File: config.mk
export PLATFORM = sky130hd
export DESIGN_NAME = scksb_div
export DESIGN_NICKNAME = d
export VERILOG_FILES = /design/src/hw/rtl/scksb_pkg.sv /design/src/hw/rtl/scksb_div.sv
export SDC_FILE = /design/constraint.sdc
export NUM_CORES = 1
export LEC_CHECK = 0
export BUFFER_PORTS_ARGS = -buffer_cell sky130_fd_sc_hd__buf_2
export CELL_PAD_IN_SITES_DETAIL_PLACEMENT = 1
export CELL_PAD_IN_SITES_GLOBAL_PLACEMENT = 1
export CORE_ASPECT_RATIO = 1.1
export CORE_UTILIZATION = 35
export CTS_CLUSTER_SIZE = 30
export DETAILED_ROUTE_END_ITERATION = 12
export PLACE_DENSITY_LB_ADDON = 0.1
export SLEW_MARGIN = 30
export SYNTH_ARGS = -nofsm -noshare
export SYNTH_HDL_FRONTEND = slang
export SYNTH_SLANG_ARGS = --single-unit
File: constraint.sdc
create_clock -name i_clk -period 3.75 [get_ports i_clk]
set_input_delay 0.1875 -clock i_clk [delete_from_list [all_inputs] [get_ports i_clk]]
set_output_delay 0.1875 -clock i_clk [all_outputs]
set_load 0.02 [all_outputs]
File: src/hw/rtl/scksb_pkg.sv
// Package for the scaled color-key sprite blitter.
// Holds shared widths, codes, the pipeline side-payload type and the color-key test.
// No dependencies.
`default_nettype none

package scksb_pkg;

    localparam int SPRITE_MAX_SIDE_DEF = 64;
    localparam int SCREEN_WIDTH_DEF    = 1024;
    localparam int SCREEN_HEIGHT_DEF   = 768;

    localparam int STORE_DEPTH = 4096;
    localparam int ADDR_W      = 12;
    localparam int COLOR_W     = 32;
    localparam int POS_W       = 13;
    localparam int DEST_W      = 14;
    localparam int SIZE_W      = 11;
    localparam int CFG_W       = 7;
    localparam int CFG_IDX_W   = 1;

    localparam logic [CFG_W-1:0] SPRITE_DIM_RST = 7'd64;

    localparam logic [CFG_IDX_W-1:0] CFG_SPRITE_WIDTH  = 1'b0;
    localparam logic [CFG_IDX_W-1:0] CFG_SPRITE_HEIGHT = 1'b1;

    localparam logic MODE_LOAD = 1'b0;
    localparam logic MODE_DRAW = 1'b1;

    localparam logic [7:0] KEY_DARK_LIM     = 8'd10;
    localparam logic [7:0] KEY_RED_MIN      = 8'd253;
    localparam logic [7:0] KEY_RED_TOL      = 8'd2;
    localparam logic [7:0] KEY_ORANGE_R_MIN = 8'd250;
    localparam logic [7:0] KEY_ORANGE_G_LO  = 8'd160;
    localparam logic [7:0] KEY_ORANGE_G_HI  = 8'd175;

    typedef struct packed {
        logic                load;
        logic                emit;
        logic                ovf_x;
        logic                ovf_y;
        logic [DEST_W-1:0]   dx;
        logic [DEST_W-1:0]   dy;
        logic [ADDR_W-1:0]   idx;
        logic [COLOR_W-1:0]  color;
    } t_side;

    function automatic logic key_out(input logic [COLOR_W-1:0] c);
        logic [7:0] r;
        logic [7:0] g;
        logic [7:0] b;
        logic       dark;
        logic       red;
        logic       orange;
        r      = c[23:16];
        g      = c[15:8];
        b      = c[7:0];
        dark   = (r < KEY_DARK_LIM) && (g < KEY_DARK_LIM) && (b < KEY_DARK_LIM);
        red    = (r >= KEY_RED_MIN) && (g <= KEY_RED_TOL) && (b <= KEY_RED_TOL);
        orange = (r >= KEY_ORANGE_R_MIN) && (g >= KEY_ORANGE_G_LO) && (g <= KEY_ORANGE_G_HI);
        return dark || red || orange;
    endfunction

endpackage

`default_nettype wire

File: src/hw/rtl/scksb_div.sv
// Pipelined restoring divider, one quotient bit per stage.
// Assumes dividend below divisor * 2**QW; every stage is registered and held by i_en. Uses scksb_pkg.
`default_nettype none

module scksb_div #(
    parameter int PW = 18,
    parameter int QW = 6
) (
    input  wire logic                         i_clk,
    input  wire logic                         i_en,
    input  wire logic [PW-1:0]                i_num,
    input  wire logic [scksb_pkg::SIZE_W-1:0] i_den,
    output logic      [QW-1:0]                o_quot
);
    import scksb_pkg::*;

    logic [PW-1:0]     r_rem  [QW];
    logic [SIZE_W-1:0] r_den  [QW];
    logic [QW-1:0]     r_quot [QW];

    for (genvar k = 0; k < QW; k++) begin : g_step
        logic [PW-1:0]     w_rem;
        logic [SIZE_W-1:0] w_den;
        logic [QW-1:0]     w_quot;
        logic [PW-1:0]     w_trial;
        logic [PW-1:0]     n_rem;
        logic [QW-1:0]     n_quot;

        if (k == 0) begin : g_first
            assign w_rem  = i_num;
            assign w_den  = i_den;
            assign w_quot = '0;
        end else begin : g_next
            assign w_rem  = r_rem[k-1];
            assign w_den  = r_den[k-1];
            assign w_quot = r_quot[k-1];
        end

        assign w_trial = PW'(w_den) << (QW - 1 - k);

        always_comb begin
            n_rem  = w_rem;
            n_quot = w_quot;
            if (w_rem >= w_trial) begin
                n_rem              = w_rem - w_trial;
                n_quot[QW - 1 - k] = 1'b1;
            end
        end

        always_ff @(posedge i_clk) begin
            if (i_en) begin
                r_rem[k]  <= n_rem;
                r_den[k]  <= w_den;
                r_quot[k] <= n_quot;
            end
        end
    end

    assign o_quot = r_quot[QW-1];

endmodule

`default_nettype wire

* After elaboration in Yosys (flattened, before gate mapping)
Memory sizes are Yosys's and may differ from the RTL's.
Cells that the tools add are included.
** Word-level totals
- Flip-flop bits (word level) :: 0
- Bits in writable memories :: 210
- Input port bits :: 31
- Output and inout bits :: 6
- Word-level logic and storage cells :: 29
- Memories kept :: 3
** Cells by class
- Add/subtract/negate cells :: 6
- Magnitude comparators :: 6
- Muxes and demuxes :: 14
** Memories
- r_rem :: words 6, bits a word 18, rd ports 5, clocked after memory_dff 0, write ports 6, RTL line scksb_div.sv:17 : logic [PW-1:0] r_rem [QW];
- r_den :: words 6, bits a word 11, rd ports 5, clocked after memory_dff 0, write ports 6, RTL line scksb_div.sv:18 : logic [SIZE_W-1:0] r_den [QW];
- r_quot :: words 6, bits a word 6, rd ports 6, clocked after memory_dff 0, write ports 6, RTL line scksb_div.sv:19 : logic [QW-1:0] r_quot [QW];
** Operators with widths (number)
- 18-bit two-way mux :: 6
- 18-bit by 11-bit greater-or-equal comparator with 1-bit output :: 1
- 18-bit by 12-bit greater-or-equal comparator with 1-bit output :: 1
- 18-bit by 13-bit greater-or-equal comparator with 1-bit output :: 1
- 18-bit by 14-bit greater-or-equal comparator with 1-bit output :: 1
- 18-bit by 15-bit greater-or-equal comparator with 1-bit output :: 1
- 18-bit by 16-bit greater-or-equal comparator with 1-bit output :: 1
- 18-bit by 11-bit subtractor with 18-bit output :: 1
- 18-bit by 12-bit subtractor with 18-bit output :: 1
- 18-bit by 13-bit subtractor with 18-bit output :: 1
- 18-bit by 14-bit subtractor with 18-bit output :: 1
- 18-bit by 15-bit subtractor with 18-bit output :: 1
- 18-bit by 16-bit subtractor with 18-bit output :: 1
- 1-bit two-way mux :: 8

* Longest topological paths before layout
Gate-level depths: netlist (run 1).
An unclocked memory read counts as a cell.
- Depth after elaboration :: 3
- Gate-level depth with buffers :: 11
- Gate-level depth less buffers :: 10

* Worst setup path after synthesis (run 1)
No wires, ideal clock.
- Path type :: reg2reg
- Start point :: memory r_rem[2][2]
- End point :: memory r_rem[3][3] (data pin)
- Setup time :: 0.260 ns
- Arrival :: 2.363 ns
- Data required time :: 3.490 ns
- Setup slack :: 1.127 ns
- Cell stages (with the launch flop) :: 11
- Buffers on the path :: 1
- Period minus slack after synthesis :: 2.623 ns
- Cell sequence :: edfxtp_1 > inv_1 > ha_1 > inv_1 > fa_1 > a21o_1 > a221oi_2 > o21ba_2 > o211a_4 > buf_4 > mux2_2
** RTL lines (RTL line)
- start, declared :: scksb_div.sv:17

==> results.md, run 1 <==
- At the end of the flow, the number of nets in the layout was 957.
- The final total negative setup slack is 0 ns.
- The fraction of layout cells with a size suffix above 1 is 14.4%.
- The final worst slack is 0.634 ns.
- The worst-case clock buffer depth is 2.
- The routed length on met3 is 355 um.
- The standby leakage power is 4.21 nW.
- The worst-case clock skew is 0.0135 ns.
- For the pin with the worst max-slew slack, the measured transition is 0.829 ns.
- Synthesis inferred 166 register bits.
- After detailed routing, the number of remaining DRC violations is 0.
- Synthesis produced a netlist with a net count of 893.
- The initial antenna violation count is 0.
- After synthesis the cells add up to 9320 um^2.
- After detailed routing, no signal wire sits above met4.
- Dividing the detail-routed wire length by the instance count gives 17.1 um.
- The initialized floorplan defines 62 standard-cell rows.
- The HPWL reported at the end of detailed placement is 16.1 mm.
- The H-tree depth is 4.
- Once the floorplan was initialized, standard cells occupied 35.7% of the core.
- The count of nets left with antenna violations once routing finished came out at 0.
- In this run, placement finished with an instance count of 1172.
- Synthesis produced a netlist whose cell count is 791.
- The CTS tree is done.
- The total overflow left after global routing is 0.
- Yosys mapped the design onto 82 distinct sky130hd cell types.
- The worst path arrival time is 3.28 ns.
- The async set or reset register ratio after synthesis is 0%.
- Routability-driven placement finished with a final weighted congestion of 0.894.
- The die covers 27300 um^2.
- The final instance area is 10700 um^2.
- The number of search-and-repair iterations in the first detailed-routing pass is 4.
- At the placement stage, the worst setup path has a slack of 0.641 ns.
- The worst path needs 3.12 ns of the cycle, external delays included.
- Across every metal layer, demand over resource in global routing totals 16.1%.
- The placeable core area is 26100 um^2.
- During I/O placement, the number of pins put on the boundary was 37.
- The global-route wire length before repair is 33.7 mm.
- The portion of the post-synthesis area used by sequential elements is 53.5%.
- The required time reported for the critical path endpoint is 3.92 ns.
- The root buffer cell is clkbuf_16.
- The total routed wire length on the met1 layer is 8.12 mm.
- The timing-limited maximum frequency is 321 MHz.
- The most used flip-flop cell after synthesis is edfxtp_1.
- The clock sink count is 166.
- The detailed route wirelength on metal2 is 11.6 mm.
- For this design the ratio of total power to cell area is 619 nW/um^2.
- Clock-pin slew was measured on the worst setup and hold paths at 0.07 ns.
- Along the worst path, the maximum fanout reaches 21.
- The final count of hold timing violations is 0.
- The number of antenna diodes is 0.
- Summing internal, switching and leakage power gives 0.00662 W.
- Each instance of the synthesized netlist takes up on average 11.8 um^2.
- Dividing the detail-routed via count by the number of cells gives 5.09.
- The relative max-transition margin is 44.7%.
- The die is 158 um wide.
- After detailed placement, the total cell area comes to 9920 um^2.
- The tightest min-delay check is of the in2reg type.
- The worst setup path is captured at a register.
- The worst setup path is launched from a register.
- The number of port buffers is 36.
- The later-pin clock latency in the skew report is 0.43 ns.
- The clock buffer count from CTS is 17.
- The post-route fraction of the period consumed by the critical path is 83.1%.
- The total setup buffers inserted after CTS is 0.
- The via count of the first global-routing pass is 6721.
- The number of standard cells in the layout, taps in and fillers out is 1220.
- Setup repair after global routing left no endpoint under its margin.
- The peak ir drop on the vdd network is 0.000302 V.
- During synthesis, Yosys emitted a total of 0 warnings.
- The final count of pins violating max slew came to 0.
- The number of synthesized flops with an enable pin is 166.
- The area growth from synthesis to layout is 14.7%.
- The worst setup path is of the reg2reg kind.
- The total wire length is 20.8 mm.
- The violation count after the first detailed-routing iteration is 196.
- In this run the vertical extent of the chip is 173 um.
- The largest net degree at the start of global routing is 88.
- The number of endpoints failing setup at the final stage is 0.
- The number of max-capacitance violations reported is 0.
- The total via count after detailed routing is 6212.
- The flow ran to the end, and the final reports show no timing, DRC or antenna violations.
## what timing repair did
item	4_1_cts	5_1_grt
hold buffers	16	0
hold endpoints to repair	16	0
resized for setup	0	0
## kinds of logic (layout without fill, tap and decap cells)
logic type,after synthesis,in the layout,share of synthesized area (%)
multiplexers,27,27,3.56
XOR/XNOR,45,45,4.23
AND/OR/NAND/NOR,194,194,10.9
flip-flops,166,166,53.5
AO/OA/AOI/OAI,193,193,13.6
buffers and inverters,95,172,4.29
adder cells (fa/ha/maj),71,71,9.93
## worst max-delay path: stages (launching register included)
cell and delay [ns]:
edfxtp_1 0.46, ha_1 0.34, nor2b_1 0.21, o31ai_2 0.14
a31oi_1 0.54, a211o_1 0.69, nand4_1 0.26, xnor2_1 0.21
## worst paths after layout
kind / cells after the start / from / end / slack, ns
setup reg to reg: 7 / r_rem[1][4] / r_rem[2][16] / 0.63
setup / recovery: 7 / r_rem[1][4] / r_rem[2][16] / 0.63
hold reg to reg: 0 / r_quot[4][3] / r_quot[5][3] / 0.42
hold / removal: 2 / i_num[9] / r_rem[0][9] / 0.09
## power by group
group          total (W)  switching, W  internal [W]
Sequential       0.00271      0.000201       0.00251
Combinational    0.00210       0.00115      0.000955
Clock            0.00181      0.000794       0.00102
## metal layers
metal | vias up | global-route usage (%)
li1 | 3065 | -
met1 | 2995 | 16.1
met2 | 103 | 31.5
met3 | 49 | 2.43
met4 | 0 | 8.21
met5 | - | 0
## cell usage in the layout (no fill, tap or decap), drive strengths merged, types with 16 or more instances in the layout
cell type / netlist / routed
o21ai: 43 / 43
xnor2: 28 / 28
xor2: 17 / 17
edfxtp: 166 / 166
buf: 10 / 43
inv: 81 / 88
dlygate4sd3: 0 / 16
o21a: 17 / 17
nor2: 59 / 59
clkbuf: 4 / 18
a21oi: 61 / 61
mux2: 25 / 25
nand2: 40 / 40
ha: 66 / 66
## cell type report
type	instances	area (um^2)
clock buffer	18	429
clock inverter	14	188
fill	2816	15400
inverter	81	309
multi-input combinational	530	3950
sequential	166	4980
tap	352	440
timing repair buffer	59	399
## sequential cells by signal (all words and copies together), names as in the netlist
signal	cells
r_den	55
r_rem	90
r_quot	21
## per-stage QoR
stage	hold WS, ns	utilization [%]
after global routing	0.0885	40.9
after floorplan	0.286	-
after global placement	0.383	37.9
final	0.0902	40.9
after CTS	0.0698	40.9
after detailed placement	0.382	37.9
## cell usage after synthesis (3+ instances only)
master,count,area (um^2)
nand2b_1,8,50.1
inv_1,80,300
or4_1,5,37.5
a211oi_1,7,52.6
nand2_1,39,146
o21ai_0,42,210
nor4_1,9,56.3
o211ai_1,3,22.5
xor2_1,17,149
a21oi_1,60,300
nand3_1,10,50.1
mux2_4,8,120
a21boi_0,3,22.5
buf_2,5,25.0
o31ai_1,6,45.0
ha_1,66,826
mux2_2,17,191
nand4_1,4,25.0
a31oi_1,5,31.3
or3_1,3,18.8
or2_2,4,25.0
and3_1,6,37.5
clkbuf_1,3,11.3
nand3b_1,3,22.5
and4b_1,3,30.0
xnor2_1,28,245
nor2b_1,11,68.8
a311oi_1,3,26.3
o31a_1,4,35.0
nor3_1,13,65.1
fa_1,5,100
edfxtp_1,166,4980
o21a_1,17,128
nor2_1,59,221
a21o_1,13,97.6
No activity file was read; power rests on OpenSTA's default activity.
==> inputs of run 2 (changes only) <==
==> constraint.sdc (replaced) <==
create_clock -name i_clk -period 2.7 [get_ports i_clk]
set_input_delay 0.135 -clock i_clk [delete_from_list [all_inputs] [get_ports i_clk]]
set_output_delay 0.135 -clock i_clk [all_outputs]
set_load 0.02 [all_outputs]
==> run 2 against run 1 <==
  * The run now ends with setup timing left
  * Die area unchanged
  * Worst setup slack worse by 0.64 ns
  * Global-route usage hardly changed
  * Critical path type unchanged
  * Non-clock buffer count is 44 higher
  * Critical path depth up 4
  * Sequential cell count is the same
  * Clock power is 30% higher
==> results.md, run 2 (synthesis results as in run 1) <==
- The overall global routing resource usage is 16.1%.
- After clock tree synthesis, the clock-pin slew on the worst setup and hold paths is 0.07 ns.
- The path class of the tightest hold or removal check is in2reg.
- The post-route fraction of the period consumed by the critical path is 100%.
- The worst pin sits at a relative slew slack of 56.3%.
- In this run the remaining antenna-violating nets after routing total 0.
- The number of search-and-repair iterations in the first detailed-routing pass is 4.
- The count of placed standard cells including taps is 1206.
- The number of placement rows is 62.
- The worst path arrival time is 2.87 ns.
- The number of antenna diodes is 0.
- The initial antenna violation count is 0.
- The peak fanout along the critical path is 3.
- The clock sink count is 166.
- The final total negative setup slack is -0.00762 ns.
- TritonCTS built the clock tree.
- r_rem holds more flip-flops than any other register.
- After floorplanning, the core was sized to cover 26100 um^2.
- STA classifies the critical path endpoint as a register.
- Between clock sinks in the finished design, the worst skew comes to 0.0177 ns.
- The violation count after the first detailed-routing iteration is 245.
- Setup violations remaining at the end of the flow were counted as 1.
- The H-tree was split into 4 levels.
- The worst register-to-register path begins at r_rem[1][3].
- The area growth from synthesis to layout is 19.2%.
- The standby leakage power is 4.43 nW.
- At the end of routability-driven placement, the weighted congestion stood at 0.898.
- The smallest hold slack is 0.0317 ns.
- The overall die area is 27300 um^2.
- The final count of hold timing violations is 0.
- The number of standard cells in the layout, taps in and fillers out is 1264.
- The filler cell count is 2827.
- The clock buffer count from CTS is 17.
- The routed layout has 6349 vias.
- The hold path startpoint is i_num[17].
- Across the run, the number of max-cap violations was 0.
- Summed over all layers, the global routing overflow is 0.
- Setup repair after global routing could not meet its margin everywhere.
- For this run, the post-layout net count is 1002.
- The root buffer cell is clkbuf_16.
- The final count of pins violating max slew was 0.
- The flow ran to the end, but the final reports show violations.
- The power density over cell area is 837 nW/um^2.
- In this run the worst setup path begins at r_rem[1][3].
- The area taken by multi-input logic gates is 4060 um^2.
- The register with the most flip-flops in the layout has 90 of them.
- From bottom edge to top edge, the die measures 173 um.
- Once routing completed, OpenROAD measured the worst setup slack at -0.00762 ns.
- The via count of the first global-routing pass is 6944.
- The total wire length is 21.3 mm.
- In the final layout, the share of cells above drive strength 1 is 20.6%.
- The startpoint type of the worst setup path is a register.
- The timing-limited maximum frequency is 369 MHz.
- In the layout the commonest cells are edfxtp_1 (166), inv_1 (76), ha_1 (64).
- The most frequent standard cell in the layout excluding fill and tap cells is edfxtp_1.
- Registers take 4980 um^2.
- The worst setup path category is reg2reg.
- The checks that failed: setup timing.
- Data on the critical path is required at its endpoint by 2.87 ns.
- The number of port buffers is 36.
- The peak ir drop on the vdd network is 0.000416 V.
- Clock latency on the worst-skew pair, taken at its later pin, is 0.43 ns.
- The number of remaining DRC errors is 0.
- The worst-case clock buffer depth is 2.
- The floorplan step set the die width to 158 um.
- The minimum period implied by the final worst setup slack is 2.71 ns.
- In the routed layout, each cell is associated on average with a via count of 5.02.
- For the pin with the worst max-slew slack, the measured transition is 0.648 ns.
- In the final layout, the registers with the most flip-flops are r_rem: 90 flops, r_den: 55 flops, r_quot: 21 flops.
- The largest net degree at the start of global routing is 59.
- The number of top-level design ports is 37.
- The HPWL reported at the end of detailed placement is 16.6 mm.
- The initial core utilization is 35.7%.
- The detailed-route wire length per cell is 16.8 um.
- The global-route wire length before repair is 33.7 mm.
## run 2: cell count changes in the layout (fill, tap and decap cells not counted), moves of 3 or more
| cell | previous run | this run |
|---|---|---|
| buf_4 | 7 | 49 |
| inv_1 | 80 | 76 |
| inv_2 | 0 | 4 |
| fa_1 | 5 | 2 |
| fa_2 | 0 | 3 |
## run 2: area by class of cell
type,instances,share of cell area [%]
Tap cell,352,3.96
Clock inverter,14,1.28
Clock buffer,17,3.83
Timing Repair Buffer,103,6.79
Multi-Input combinational cell,531,36.5
Sequential cell,166,44.9
Inverter,81,2.78
## run 2: worst max-delay path, stage by stage (launching register included)
cell and delay, ns:
edfxtp_1 0.41, inv_2 0.09, ha_4 0.13, inv_2 0.04
fa_2 0.37, a211oi_2 0.25, nor2_2 0.08, o22ai_2 0.21
o211ai_1 0.22, buf_4 0.19, nor3_4 0.16, mux2_4 0.31
## run 2: power by group
group          total [W]  switching (W)  internal (W)
sequential       0.00377       0.000285       0.00348
combinational    0.00318        0.00168       0.00150
clock            0.00236        0.00107       0.00129
## run 2: stage by stage
stage / cell area, um^2 / setup WS, ns / total power (W) / utilization (%)
floorplan: 9320 / 0.0768 / 0.00593 / -
global placement: 10200 / -0.00208 / 0.00678 / 39.0
detailed placement: 10200 / -0.111 / 0.00688 / 39.0
CTS: 11000 / 0.00476 / 0.00933 / 41.9
global route: 11100 / -0.0798 / 0.00986 / 42.5
finish: 11100 / -0.00762 / 0.00931 / 42.5
## run 2: layer usage
layer | global-route usage [%] | vias up | part of all wire [%]
met2 | 31.6 | 86 | 56
li1 | - | 3157 | -
met1 | 15.5 | 3067 | 39
met5 | 0 | - | 0
met4 | 8.41 | 0 | 4.0
met3 | 2.81 | 39 | 1.7
## run 2: timing repair
action / CTS / global route
cloned: 0 / 1
setup endpoints to repair: 13 / 36
buffers inserted: 4 / 8
pin swaps: 7 / 15
hold buffers: 16 / 0
endpoints found under the hold margin: 16 / 0
gates resized for setup: 5 / 22
## run 2: path summary, 6_finish.rpt
path              cells past startpoint      endpoint  slack [ns]
setup reg to reg                     11  r_rem[2][15]      -0.008
setup / recovery                     11  r_rem[2][15]      -0.008
hold / removal                        2  r_rem[0][17]        0.03
hold reg to reg                       0  r_quot[4][2]        0.41
==> inputs of run 3 (changes only) <==
--- a/config.mk
+++ b/config.mk
@@ -13,6 +13,7 @@
 export CTS_CLUSTER_SIZE = 30
 export DETAILED_ROUTE_END_ITERATION = 12
 export PLACE_DENSITY_LB_ADDON = 0.1
+export SKIP_LAST_GASP = 1
 export SLEW_MARGIN = 30
 export SYNTH_ARGS = -nofsm -noshare
 export SYNTH_HDL_FRONTEND = slang
==> run 3 against run 2 <==
  * The run still ends with setup timing left
  * Register-to-register slack hardly changed
  * Worst setup slack worse by 0.00058 ns
  * Sequential cell count stayed put
  * Sequential power hardly changed
  * Highest routed layer unchanged
  * Global-route usage stayed put
  * Critical endpoint unchanged
  * Final area hardly changed
  * Power hardly changed
  * Die area stayed put
==> results.md, run 3 (synthesis results as in run 1) <==
- Port buffering added 36 buffers.
- Entering global routing, the biggest net connects 59 pins.
- The post-route fraction of the period consumed by the critical path is 100%.
- Leaving out fill and tap cells, the most frequent cell in the layout is edfxtp_1.
- The worst-case clock buffer depth is 2.
- The standby leakage power is 4.43 nW.
- Setup repair after global routing could not meet its margin everywhere.
- The cell sitting at the root of the clock tree is a clkbuf_16.
- The via density per instance is 5.02.
- The flow ran to the end, but the final reports show violations.
- The number of antenna diodes is 0.
- The power density over cell area is 838 nW/um^2.
- The via count of the first global-routing pass is 6944.
- From bottom edge to top edge, the die measures 173 um.
- TritonCTS built the clock tree.
- The placeable core area is 26100 um^2.
- The global-route wire length before repair is 33.7 mm.
- The register with the most flip-flops in the layout has 90 of them.
- The worst hold path class is in2reg.
- The final count of pins violating max slew is 0.
- Data on the critical path arrives at its endpoint at 2.87 ns.
- The highest cell delay on the worst timing path is 0.41 ns.
- Before CTS, the worst setup slack after placement is -0.111 ns.
- The largest register by flop count is r_rem.
- The relative max-transition margin is 55.8%.
- Across the run, the number of max-cap violations was 0.
- At the end of the flow, the number of nets in the layout was 1002.
- In the layout the commonest cells are edfxtp_1 (166), inv_1 (76), ha_1 (64).
- The combinational fraction of design power is 34.1%.
- In this run, the clock network consumes 25.4% of the power.
- After detailed routing, the total wire length is 21.3 mm.
- The largest registers in the layout are r_rem: 90 flops, r_den: 55 flops, r_quot: 21 flops.
- The number of endpoints failing setup at the final stage is 1.
- The area growth from synthesis to layout is 19.1%.
- For the worst setup path, the data required time is 2.87 ns.
- Traced cell by cell, the critical path runs through inv_2 > ha_4 > inv_2 > fa_2 > a211oi_2 > nor2_2 > o22ai_2 > o211ai_1 > buf_4 > nor3_4 > mux2_4.
- The cell-internal power is 0.00627 W.
- The final count of hold timing violations came to 0.
- The number of remaining DRC errors is 0.
- Summed over all nets, the switching power comes to 0.00303 W.
- At the later pin of the worst-skew pair, clock insertion delay measures 0.43 ns.
- Routability-driven placement finished with a final weighted congestion of 0.898.
- In this run the worst setup path begins at r_rem[1][3].
- The initialized floorplan defines 62 standard-cell rows.
- The clock-pin slew on the worst setup and hold paths is 0.07 ns.
- The HPWL reported at the end of detailed placement is 16.6 mm.
- The count of placed standard cells including taps is 1206.
- The H-tree generated during clock tree synthesis spans 4 levels.
- The detailed-route wire length per cell is 16.8 um.
- The routed layout has 6339 vias.
- The startpoint type of the worst setup path is a register.
- The type of destination of the critical path is a register.
- Sequential cells burn 40.5% of the power.
- VDD sags by at most 0.000416 V.
- The width of the die is 158 um.
- The violation count after the first detailed-routing iteration is 259.
- The number of clock buffers added by TritonCTS is 17.
- The number of standard cells in the layout, taps in and fillers out is 1264.
- At the pin with the least slew margin, the transition time is 0.656 ns.
- The peak fanout along the critical path is 3.
- The hold path startpoint is i_num[17].
- Once the floorplan was initialized, standard cells occupied 35.7% of the core.
- The checks that failed: setup timing.
- The minimum period implied by the final worst setup slack is 2.71 ns.
- The final worst slack is -0.00820 ns.
- For this run, the top clock speed supported by timing is 369 MHz.
- The total overflow left after global routing is 0.
- The worst-case clock skew is 0.0181 ns.
- The worst setup path category is reg2reg.
- By instance count, the cell type seen most on the critical path is inv_2.
- The number of search-and-repair iterations in the first detailed-routing pass is 4.
- The worst register-to-register path begins at r_rem[1][3].
- The fraction of layout cells with a size suffix above 1 is 20.5%.
- The initial antenna violation count was 0.
- The clock sink count is 166.
- The fraction of power spent switching nets is 32.6%.
- The overall die area is 27300 um^2.
- The slowest stage cell on the critical path is edfxtp_1.
- Global routing used 16.1% of the available tracks across all layers.
- The count of nets left with antenna violations after detail routing is 0.
- The number of top-level design ports is 37.
run 3: cell counts in the layout (fill, tap and decap cells not counted):
Identical to the previous run, type by type.
run 3: critical path: cells and delay by family, from the launching register on:
| family | cells | cell delay, ns |
|---|---|---|
| AO/OA/AOI/OAI | 3 | 0.68 |
| adder cells (fa/ha/maj) | 2 | 0.50 |
| flip-flops | 1 | 0.41 |
| buffers and inverters | 3 | 0.32 |
| multiplexers | 1 | 0.31 |
| AND/OR/NAND/NOR | 2 | 0.24 |
run 3: path summary, 6_finish.rpt:
kind / end / slack (ns) / cells after the start
setup reg to reg: r_rem[2][15] / -0.008 / 11
hold / removal: r_rem[0][17] / 0.03 / 2
hold reg to reg: r_quot[4][2] / 0.41 / 0
setup / recovery: r_rem[2][15] / -0.008 / 11
run 3: what timing repair did:
item,CTS,global route
endpoints found under the hold margin,16,0
pin swaps,7,15
resized for setup,5,21
gates cloned,0,1
hold buffers,16,0
buffers inserted,4,8
endpoints found under the setup margin,13,36
run 3: power by group through the flow:
stage | Sequential, W | Clock [W] | Combinational [W]
after CTS | 0.00377 | 0.00245 | 0.00312
after detailed placement | 0.00382 | 0 | 0.00305
after global placement | 0.00381 | 0 | 0.00297
after global routing | 0.00382 | 0.00253 | 0.00350
after floorplan | 0.00370 | 0 | 0.00223
final | 0.00377 | 0.00236 | 0.00317
run 3: stage by stage:
stage / utilization [%] / hold slack (ns) / cell area [um^2] / TNS (ns) / power (W)
floorplan: - / 0.234 / 9320 / 0 / 0.00593
global placement: 39.0 / 0.332 / 10200 / -0.00258 / 0.00678
detailed placement: 39.0 / 0.330 / 10200 / -0.633 / 0.00688
CTS: 41.9 / 0.0139 / 11000 / 0 / 0.00933
global route: 42.5 / 0.0353 / 11100 / -0.210 / 0.00985
finish: 42.5 / 0.0320 / 11100 / -0.00820 / 0.00930
run 3: area by class of cell:
type / instances / area (um^2)
clock buffers: 17 / 425
clock inverters: 14 / 143
fillers: 2828 / 15000
inverters: 81 / 309
multi-input cells: 531 / 4050
flip-flops and latches: 166 / 4980
well taps: 352 / 440
repair buffers: 103 / 754
run 3: routing by layer:
metal	routed length, um	track usage (%)	up-vias
li1	-	-	3157
met1	8240	15.5	3062
met2	11800	31.6	81
met3	354	2.81	39
met4	848	8.41	0
met5	0	0	-
